**config.mk**
```make
export PLATFORM = sky130hd
export DESIGN_NAME = aes_cfb_fifo
export DESIGN_NICKNAME = d
export VERILOG_FILES = /design/src/sv/aes_cfb_fifo.sv
export SDC_FILE = /design/constraint.sdc
export NUM_CORES = 1
export LEC_CHECK = 0
export ABC_AREA = 1
export BUFFER_PORTS_ARGS = -buffer_cell sky130_fd_sc_hd__buf_2
export CORE_ASPECT_RATIO = 0.9
export CORE_MARGIN = 1.5
export CORE_UTILIZATION = 53
export DETAILED_ROUTE_END_ITERATION = 6
export GPL_TIMING_DRIVEN = 1
export PLACE_DENSITY = 0.8
export SLEW_MARGIN = 10
export SYNTH_ARGS = -nofsm -noshare
export SYNTH_HDL_FRONTEND = slang
export SYNTH_SLANG_ARGS = --single-unit
```
**constraint.sdc**
```tcl
create_clock -name clk_i -period 3.6 [get_ports clk_i]
set_clock_uncertainty 0.1 [all_clocks]
set_input_delay 0.18 -clock clk_i [delete_from_list [all_inputs] [get_ports clk_i]]
set_output_delay 0.18 -clock clk_i [all_outputs]
set_load 0.01 [all_outputs]
```
**src/sv/aes_cfb_fifo.sv**
```systemverilog
module aes_cfb_fifo #(
  parameter int unsigned Width = 8,
  parameter int unsigned Depth = 2
) (
  input  logic             clk_i,
  input  logic             rst_ni,
  input  logic             wr_i,
  input  logic [Width-1:0] wdata_i,
  output logic             full_o,
  input  logic             rd_i,
  output logic [Width-1:0] rdata_o,
  output logic             empty_o
);
  localparam int unsigned PtrW = (Depth > 1) ? $clog2(Depth) : 1;

  logic [Width-1:0] mem_q [Depth];
  logic [PtrW-1:0] wptr_q, rptr_q;
  logic [PtrW:0] cnt_q;

  assign full_o = (cnt_q == (PtrW+1)'(Depth));
  assign empty_o = (cnt_q == '0);
  assign rdata_o = mem_q[rptr_q];

  always_ff @(posedge clk_i) begin
    if (wr_i && !full_o) begin
      mem_q[wptr_q] <= wdata_i;
    end
  end

  always_ff @(posedge clk_i or negedge rst_ni) begin
    if (!rst_ni) begin
      wptr_q <= '0;
      rptr_q <= '0;
      cnt_q <= '0;
    end else begin
      if (wr_i && !full_o) begin
        wptr_q <= (wptr_q == PtrW'(Depth - 1)) ? '0 : wptr_q + 1'b1;
      end
      if (rd_i && !empty_o) begin
        rptr_q <= (rptr_q == PtrW'(Depth - 1)) ? '0 : rptr_q + 1'b1;
      end
      cnt_q <= cnt_q + (PtrW+1)'(wr_i && !full_o) - (PtrW+1)'(rd_i && !empty_o);
    end
  end
endmodule

```
==> flow_summary.json, run 1 <==
{
  "die_y_um": 40.4,
  "end_kind": "register",
  "drtIter0Drc": 7,
  "max_freq_ghz": 0.638,
  "worstSetupStartpointType": "register",
  "cp_cell_sequence": "inv_2 > nand2_1 > nand2_2 > nor2_1",
  "fin_cells": 123,
  "num_vias": 585,
  "netlist_area_um2": 823,
  "drcViolationCount": 2,
  "core_area_mm2": 0.00145,
  "hpwl_mm": 1.04,
  "finalSetupTns_ps": 0,
  "critPathKind": "register to register",
  "ant_nets": 0,
  "areaGrowthSynthToFinish_pct": 27.8,
  "period_minus_slack_ps": 1570,
  "overflow": 0,
  "drive_gt1_frac": 0.259,
  "yosysSeqAreaShare": 0.705,
  "synth-xor-area-share": 0,
  "postCtsSetupBuffers": 0,
  "routed_wl_mm": 1.44,
  "syn_avg_cell_area_um2": 11.0,
  "clkSinkCount": 20,
  "hold_violations": 0,
  "cap_violations": 0,
  "synthDistinctLibCells": 11,
  "antenna_found_initial": 0,
  "n_antenna_cell": 0,
  "synth_compound_area_frac": 0,
  "period_share": 0.435,
  "setup_violations": 0,
  "yosysTopAreaCell": "edfxtp_1",
  "die_area_mm2": 0.00180,
  "cp.arrival_ps": 1400,
  "globalplace.congestion": 0.730,
  "synth-seq-cells": 20,
  "clk_pin_slew_ps": 100,
  "start_util": 0.569,
  "placementRows": 13,
  "syn-num-nets": 89,
  "slowest_stage": "nor2_1",
  "cts_buffer_depth": 2,
  "tritoncts": "built",
  "yosysTopAreaCellShare": 0.584,
  "p_per_area_mw_per_mm2": 712,
  "status": "complete, but fails checks",
  "cts_buffers": 3,
  "rsz0062_at_grt": "false",
  "vias_per_cell": 4.76,
  "wire_per_inst_um": 11.7,
  "synth_top_family_by_area": "simple AND/OR/NAND/NOR gates",
  "required_ps": 3430,
  "clkLatencyLatePin_ps": 290,
  "synth-simple-area-share": 0.198,
  "netlist_instances": 75,
  "yosysMostFrequentCell": "nand2_1",
  "synth_common_cells": "nand2_1 (35), edfxtp_1 (16), inv_1 (9)",
  "synthMuxAreaShare": 0,
  "ios": 22,
  "yosysWarnings": 0,
  "failed_checks": "DRC",
  "synth_flop_cell": "edfxtp_1",
  "slew_headroom": 0.587,
  "place_inst": 110,
  "drv_slew": 0,
  "detailedRoute.firstPassIterationCount": 6,
  "cts_max_level": 1,
  "grt_max_degree": 12,
  "grt_pass1_wl_mm": 2.36,
  "ys_top_cells_by_area": "edfxtp_1 (58%), nand2_1 (16%), dfrtp_1 (12%), inv_1 (4.1%), ha_1 (3.0%)",
  "worstHoldPathType": "input pin to register",
  "grt_pass1_vias": 589,
  "track_usage": 0.194,
  "p_leak_nw": 0.527,
  "synth_edf_count": 16,
  "die_w_um": 44.5,
  "nets": 123,
  "async_reset_ff_frac": 0.200,
  "ctsRootBufferMaster": "clkbuf_4",
  "synthAdderAreaFrac": 0.0304,
  "max_slew.worst_pin.slew_ps": 617,
  "cp_max_fo": 8,
  "vdd_drop_max_mv": 0.451,
  "max_stage_delay_ps": 490,
  "io_buffers": 21
}
-- cell type report --
cell class	count	area, µm²
Clock buffer	3	22.5
Clock inverter	1	3.75
Fill cell	102	395
Inverter	11	43.8
Multi-Input combinational cell	43	188
Sequential cell	20	581
Tap cell	15	18.8
Timing Repair Buffer	30	195
-- report_power, final --
part	total, mW	internal (mW)	switching (mW)	leakage [nW]
combinational	0.286	0.108	0.178	0.315
clock	0.102	0.0403	0.0615	0.0154
sequential	0.361	0.322	0.0396	0.197
total	0.749	0.470	0.279	0.527
-- stage by stage --
stage	utilization	setup WS (ps)	area, µm²	power (mW)	hold slack (ps)
floorplan	-	2200	823	0.551	-216
global placement	0.647	2110	936	0.630	-108
detailed placement	0.647	2040	936	0.647	-109
CTS	0.727	2020	1050	0.756	32.1
global route	0.727	1880	1050	0.815	58.3
finish	0.727	2030	1050	0.749	36.8
-- final timing paths --
path                       cells after the start     start           to  slack [ps]
max in group asynchronous                      2    rst_ni       rptr_q        3150
min in group asynchronous                      2    rst_ni     cnt_q[0]         130
max reg2reg                                    4  cnt_q[0]  mem_q[1][7]        2030
min reg2reg                                    2    wptr_q       wptr_q         390
min                                            3      rd_i       rptr_q          40
max                                            4  cnt_q[0]  mem_q[1][7]        2030
-- what timing repair did --
item,in CTS,in global routing
setup endpoints to repair,0,0
gates resized for setup,0,0
hold endpoints to repair,20,0
hold buffers,9,0
-- kinds of logic (layout without fill, tap and decap cells) --
logic type,after synthesis,after routing
AND/OR/NAND/NOR,41,41
flip-flops,20,20
buffers and inverters,12,45
adder cells (fa/ha/maj),2,2
-- flip-flops by register name, indices dropped and copies added, names as in the netlist --
| signal | count |
|---|---|
| wptr_q | 1 |
| mem_q | 16 |
| cnt_q | 2 |
| rptr_q | 1 |
-- cells in the final DEF (no fill, tap or decap), types with 2 or more instances in the layout --
master / synthesis / routed
nand2_2: 2 / 2
ha_1: 2 / 2
inv_1: 9 / 9
nand2_1: 35 / 35
edfxtp_1: 16 / 16
clkbuf_4: 0 / 3
buf_2: 0 / 21
dfrtp_1: 4 / 4
nand3_1: 3 / 3
dlygate4sd3_1: 0 / 9
-- worst max-delay path: cells and delay by family (launching register included) --
family                 cells  cell delay, ps
flip-flops                 1             390
AND/OR/NAND/NOR            3             680
buffers and inverters      1              50
-- metal layers --
metal | up-vias | share of wire | GRT usage
met5 | - | 0 | 0
met4 | 0 | 0.0097 | 0.114
met3 | 2 | 0.059 | 0.0270
met2 | 21 | 0.55 | 0.344
met1 | 259 | 0.38 | 0.228
li1 | 303 | - | -
Note: power is estimated with default switching activity, not from simulation.
==> run 2, diff against run 1 <==
--- a/config.mk
+++ b/config.mk
@@ -5,14 +5,14 @@
 export SDC_FILE = /design/constraint.sdc
 export NUM_CORES = 1
 export LEC_CHECK = 0
-export ABC_AREA = 1
+export ABC_AREA = 0
 export BUFFER_PORTS_ARGS = -buffer_cell sky130_fd_sc_hd__buf_2
 export CORE_ASPECT_RATIO = 0.9
 export CORE_MARGIN = 1.5
-export CORE_UTILIZATION = 53
+export CORE_UTILIZATION = 48
 export DETAILED_ROUTE_END_ITERATION = 6
 export GPL_TIMING_DRIVEN = 1
-export PLACE_DENSITY = 0.8
+export PLACE_DENSITY = 0.74
 export SLEW_MARGIN = 10
 export SYNTH_ARGS = -nofsm -noshare
 export SYNTH_HDL_FRONTEND = slang
==> constraint.sdc (replaced) <==
create_clock -name clk_i -period 1.6 [get_ports clk_i]
set_clock_uncertainty 0.1 [all_clocks]
set_input_delay 0.08 -clock clk_i [delete_from_list [all_inputs] [get_ports clk_i]]
set_output_delay 0.08 -clock clk_i [all_outputs]
set_load 0.01 [all_outputs]
==> run 2 against run 1 <==
Against the previous run: the run ends with setup timing left; sequential power up 130%; clock-buffer cell count did not move; wire length is 10% lower; sequential share of layout area decreased by 3.0 points; flip-flop and latch count stayed put; die area grew 4.8%; first-iteration DRC count stayed put; register-to-register slack got worse by 2100 ps; utilization up 2.6 points; non-clock buffer count rose by 6; critical endpoint is now cnt_q[1].
==> flow_summary.json, run 2 <==
{
  "netlist_instances": 43,
  "routed_wl_mm": 1.30,
  "die_w_um": 45.6,
  "clk_pin_slew_ps": 110,
  "overflow": 0,
  "globalplace.congestion": 0.643,
  "ios": 22,
  "wire_per_inst_um": 12.5,
  "num_vias": 467,
  "core_area_mm2": 0.00148,
  "slew_headroom": 0.749,
  "nets": 97,
  "reg.largest.list": "mem_q x16, cnt_q x2",
  "n_antenna_cell": 0,
  "drcViolationCount": 0,
  "fin_cells": 104,
  "syn-num-nets": 57,
  "power_frac_comb": 0.357,
  "required_ps": 1690,
  "slowest_stage": "dfrtp_1",
  "largest_reg_flops": 16,
  "synth_common_cells": "edfxtp_1 (16), mux2_2 (8), dfrtp_1 (4)",
  "netlist_area_um2": 785,
  "cp_cell_sequence": "nor2_2 > nor2b_2 > ha_1 > inv_1 > ha_2 > xnor2_2 > xnor2_1",
  "worstSetupStartpointType": "register",
  "critical-path-top-delay-family": "flip-flops",
  "drive_gt1_frac": 0.561,
  "ant_nets": 0,
  "start_util": 0.530,
  "cp.arrival_ps": 1710,
  "areaGrowthSynthToFinish_pct": 42.1,
  "path_buf_inv": 1,
  "synth-seq-cells": 20,
  "p_seq_frac": 0.435,
  "p_int_mw": 1.38,
  "num-fill-cells": 93,
  "synth-xor-area-share": 0.0447,
  "yosysMostFrequentCell": "edfxtp_1",
  "cap_violations": 0,
  "rsz0062_at_grt": "true",
  "drtIter0Drc": 7,
  "hpwl_um": 758,
  "final_common_cell": "buf_2",
  "power_mw": 1.93,
  "max_freq_ghz": 0.616,
  "ys_top_cells_by_area": "edfxtp_1 (61%), dfrtp_1 (13%), mux2_2 (11%), xnor2_1 (3.3%), ha_1 (3.2%)",
  "cts_max_level": 1,
  "cts_buffers": 3,
  "clkLatencyLatePin_ps": 290,
  "synth_edf_count": 16,
  "drv_slew": 0,
  "yosysSeqAreaShare": 0.740,
  "grt_pass1_wl_mm": 1.77,
  "detailedRoute.firstPassIterationCount": 4,
  "synthDistinctLibCells": 14,
  "period_minus_slack_ps": 1620,
  "yosysTopAreaCellShare": 0.612,
  "max_stage_delay_ps": 460,
  "synth_compound_area_frac": 0,
  "place_inst": 87,
  "die_area_mm2": 0.00189,
  "final_cell_mix": "buf_2 (21), edfxtp_1 (16), dlygate4sd3_1 (9), mux2_2 (8), buf_4 (6)",
  "p_per_area_mw_per_mm2": 1730,
  "synth-simple-area-share": 0.0447,
  "setup_violations": 1,
  "clkPwrFrac": 0.209,
  "synthAdderAreaFrac": 0.0319,
  "period_share": 1.01,
  "grt_max_degree": 13,
  "critPathKind": "register to register",
  "vias_per_cell": 4.49,
  "yosysWarnings": 0,
  "synth_flop_cell": "edfxtp_1",
  "vdd_drop_max_mv": 1.62,
  "swShare": 0.285,
  "regMostFlops": "mem_q",
  "clkSinkCount": 20,
  "max_slew.worst_pin.slew_ps": 376,
  "synth_top_family_by_area": "multiplexers",
  "syn_avg_cell_area_um2": 18.2,
  "fin_ws_ps": -23.7,
  "grt_pass1_vias": 417,
  "cp_max_fo": 3,
  "tritoncts": "built",
  "placementRows": 13,
  "antenna_found_initial": 0,
  "p_leak_nw": 0.471,
  "synthMuxAreaShare": 0.115,
  "track_usage": 0.150,
  "hold_violations": 0,
  "status": "complete, but fails checks",
  "cts_buffer_depth": 2,
  "io_buffers": 21,
  "end_kind": "register",
  "yosysTopAreaCell": "edfxtp_1",
  "power_switching_mw": 0.549,
  "ctsRootBufferMaster": "clkbuf_4",
  "die_y_um": 41.4,
  "worstHoldPathType": "input pin to asynchronous set/reset pin",
  "failed_checks": "setup timing",
  "async_reset_ff_frac": 0.200
}
[run 2: cell count changes in the layout (fill, tap and decap cells not counted), sizes merged, moves of 3 or more]
cell and change:
inv -9, buf +6, nand3 -3, nand2 -36
mux2 +8, xnor2 +3
[run 2: layout make-up]
class	instances	area, µm²	share of cell area
Timing Repair Buffer	36	240	0.215
Inverter	2	7.51	0.00673
Sequential cell	20	582	0.522
Clock inverter	1	30.0	0.0269
Tap cell	22	27.5	0.0247
Multi-Input combinational cell	20	205	0.184
Clock buffer	3	22.5	0.0202
[run 2: worst paths after layout]
| path | start | end | slack [ps] | depth (start not counted) |
|---|---|---|---|---|
| hold / removal | rst_ni | wptr_q | 3 | 2 |
| hold reg to reg | wptr_q | wptr_q | 400 | 1 |
| max in group asynchronous | rst_ni | rptr_q | 1260 | 2 |
| min in group clk_i | wr_i | wptr_q | 40 | 4 |
| setup / recovery | cnt_q[1] | cnt_q[1] | -20 | 7 |
| setup reg to reg | cnt_q[1] | cnt_q[1] | -20 | 7 |
[run 2: cell families (layout without fill, tap and decap cells)]
kind of cell	count (synthesis)	in the layout
AND/OR/NAND/NOR	6	6
multiplexers	8	8
XOR/XNOR	4	4
flip-flops	20	20
buffers and inverters	3	42
adder cells (fa/ha/maj)	2	2
[run 2: timing repair]
action | 4_1_cts | 5_1_grt
setup endpoints to repair | 4 | 1
endpoints found under the hold margin | 20 | 0
hold buffers | 9 | 0
gates resized for setup | 1 | 4
pin swaps | 0 | 4
setup buffers | 0 | 4
[run 2: power by group through the flow]
| stage | combinational [mW] | sequential (mW) | clock [mW] |
|---|---|---|---|
| final | 0.687 | 0.838 | 0.402 |
| after CTS | 0.583 | 0.835 | 0.406 |
| after floorplan | 0.435 | 0.786 | 0 |
| after global placement | 0.554 | 0.838 | 0 |
| after detailed placement | 0.566 | 0.841 | 0 |
| after global routing | 0.745 | 0.855 | 0.428 |
[run 2: through the flow]
stage / setup TNS (ps) / setup slack (ps) / cell area [µm²] / util / hold slack (ps)
floorplan: 0 / 24.7 / 785 / - / -316
CTS: 0 / 1.56 / 1060 / 0.719 / 5.17
finish: -23.7 / -23.7 / 1110 / 0.753 / 3.07
detailed placement: 0 / 30.2 / 921 / 0.622 / -206
global placement: 0 / 48.8 / 921 / 0.622 / -207
global route: -106 / -106 / 1110 / 0.753 / 19.3
[run 2: routing by layer]
layer / GRT usage / vias up / wire length [µm]
li1: - / 231 / -
met1: 0.151 / 222 / 521
met2: 0.285 / 14 / 721
met3: 0.0517 / 0 / 55
met4: 0.0662 / 0 / 0
met5: 0 / - / 0
==> run 3, diff against run 2 <==
--- a/config.mk
+++ b/config.mk
@@ -9,10 +9,11 @@
 export BUFFER_PORTS_ARGS = -buffer_cell sky130_fd_sc_hd__buf_2
 export CORE_ASPECT_RATIO = 0.9
 export CORE_MARGIN = 1.5
-export CORE_UTILIZATION = 48
+export CORE_UTILIZATION = 52
+export CTS_BUF_LIST = sky130_fd_sc_hd__clkbuf_8
 export DETAILED_ROUTE_END_ITERATION = 6
 export GPL_TIMING_DRIVEN = 1
-export PLACE_DENSITY = 0.74
+export PLACE_DENSITY = 0.8
 export SLEW_MARGIN = 10
 export SYNTH_ARGS = -nofsm -noshare
 export SYNTH_HDL_FRONTEND = slang
==> run 3 against run 2 <==
Against the previous run: the run now ends clean; clock power down 19%; sequential power down 0.8%; register-to-register slack better by 60 ps; global-route usage up 0.73 points; non-clock buffer count down 1; die area down 7.2%; critical path depth unchanged; critical endpoint unchanged; sequential share of layout area up 1.0 points; combinational power down 3.9%; final area down 2.1%; setup slack better by 58 ps.
==> flow_summary.json, run 3 (same netlist as run 2, synthesis figures left out) <==
{
  "tritoncts": "built",
  "io_buffers": 21,
  "status": "completed",
  "critPathKind": "register to register",
  "clkLatencyLatePin_ps": 250,
  "detailedRoute.firstPassIterationCount": 2,
  "rsz0062_at_grt": "true",
  "ant_nets": 0,
  "drcViolationCount": 0,
  "cap_violations": 0,
  "reg.largest.list": "mem_q x16, cnt_q x2",
  "required_ps": 1640,
  "worstSetupStartpointType": "register",
  "p_per_area_mw_per_mm2": 1670,
  "track_usage": 0.157,
  "vdd_drop_max_mv": 1.14,
  "grt_pass1_wl_mm": 1.81,
  "final_common_cell": "buf_2",
  "endpoint": "cnt_q[1]",
  "utilization": 0.762,
  "clkSinkCount": 20,
  "period_minus_slack_ps": 1570,
  "die_y_um": 39.9,
  "cp.arrival_ps": 1610,
  "r2r-end": "cnt_q[1]",
  "globalplace.congestion": 0.641,
  "antenna_found_initial": 0,
  "routed_wl_mm": 1.17,
  "die_w_um": 43.9,
  "max_freq_ghz": 0.639,
  "p_leak_nw": 0.458,
  "n_antenna_cell": 0,
  "areaGrowthSynthToFinish_pct": 39.1,
  "r2r-start": "cnt_q[1]",
  "finalSetupTns_ps": 0,
  "largest_reg_flops": 16,
  "drive_gt1_frac": 0.519,
  "nets": 96,
  "num-fill-cells": 91,
  "worstHoldPathType": "input pin to asynchronous set/reset pin",
  "fin_ws_ps": 34.2,
  "drtIter0Drc": 8,
  "wire_per_inst_um": 12.2,
  "hold_violations": 0,
  "period_share": 0.979,
  "final_cell_mix": "buf_2 (21), edfxtp_1 (16), dlygate4sd3_1 (9), mux2_2 (8)",
  "ctsRootBufferMaster": "clkbuf_8",
  "startpoint": "cnt_q[1]",
  "die_area_mm2": 0.00175,
  "regMostFlops": "mem_q",
  "grt_pass1_vias": 452,
  "end_kind": "register",
  "rrSetupSlack_ps": 30,
  "overflow": 0,
  "setup_violations": 0,
  "placementRows": 13,
  "num_vias": 471,
  "grt_max_degree": 12,
  "dp_slack_ps": -8.09,
  "r2r_cells": 7,
  "core_area_mm2": 0.00143,
  "max_slew.worst_pin.slew_ps": 382,
  "start_util": 0.548,
  "cts_buffer_depth": 2,
  "vias_per_cell": 4.91,
  "clk_pin_slew_ps": 70,
  "ios": 22,
  "slew_headroom": 0.745,
  "cp_max_fo": 3,
  "cts_max_level": 1,
  "cts_buffers": 3,
  "drv_slew": 0
}
## run 3: power by group
| group | leakage, nW | total, mW | switching (mW) | internal (mW) |
|---|---|---|---|---|
| Clock | 0.0231 | 0.327 | 0.157 | 0.171 |
| Combinational | 0.239 | 0.660 | 0.285 | 0.375 |
| Sequential | 0.195 | 0.831 | 0.103 | 0.729 |
## run 3: metal layers
layer,global-route usage,share of wire,vias to the layer above,routed length [µm]
li1,-,-,233,-
met1,0.156,0.43,224,498
met2,0.298,0.52,10,612
met3,0.0415,0.038,4,45
met4,0.0909,0.010,0,12
met5,0,0,-,0
## run 3: critical path, stage by stage, from the launching register on
cell and delay (ps):
dfrtp_1 410, nor2_2 140, nor2b_2 60, ha_1 270, inv_1 40, ha_2 170
xnor2_2 130, xnor2_1 120
## run 3: final cells by class
| type | instances | area (µm²) | share of cell area |
|---|---|---|---|
| Sequential cell | 20 | 581 | 0.532 |
| Timing Repair Buffer | 35 | 236 | 0.217 |
| Multi-Input combinational cell | 20 | 203 | 0.186 |
| Clock buffer | 3 | 41.3 | 0.0378 |
| Tap cell | 15 | 18.8 | 0.0172 |
| Inverter | 2 | 7.51 | 0.00688 |
| Clock inverter | 1 | 3.75 | 0.00344 |
## run 3: metrics by stage
stage          instance area [µm²]  power (mW)  hold slack [ps]  instances
2_1_floorplan                  785        1.22             -316         43
3_3_place_gp                   920        1.39             -209         81
3_5_place_dp                   920        1.42             -211         81
4_1_cts                       1080        1.81             54.4         96
5_1_grt                       1090        1.93             61.8         96
6_report                      1090        1.82             54.6         96
## run 3: how the worst min path moves through the flow
stage          depth (start not counted)  slack [ps]   start        to
3_3_place_gp                           1        -210  rst_ni  cnt_q[1]
5_1_grt                                2          60  rst_ni  cnt_q[0]
4_1_cts                                2          50  rst_ni  cnt_q[0]
3_5_place_dp                           1        -210  rst_ni  cnt_q[0]
6_report                               2          50  rst_ni  cnt_q[0]
2_1_floorplan                          0        -320  rst_ni  cnt_q[0]
## run 3: repair_timing
action                                  4_1_cts  5_1_grt
hold buffers                                  9        0
endpoints found under the hold margin        20        0
buffers inserted                              2        0
pin swaps                                     4        3
gates resized for setup                       2        3
endpoints found under the setup margin        1        9
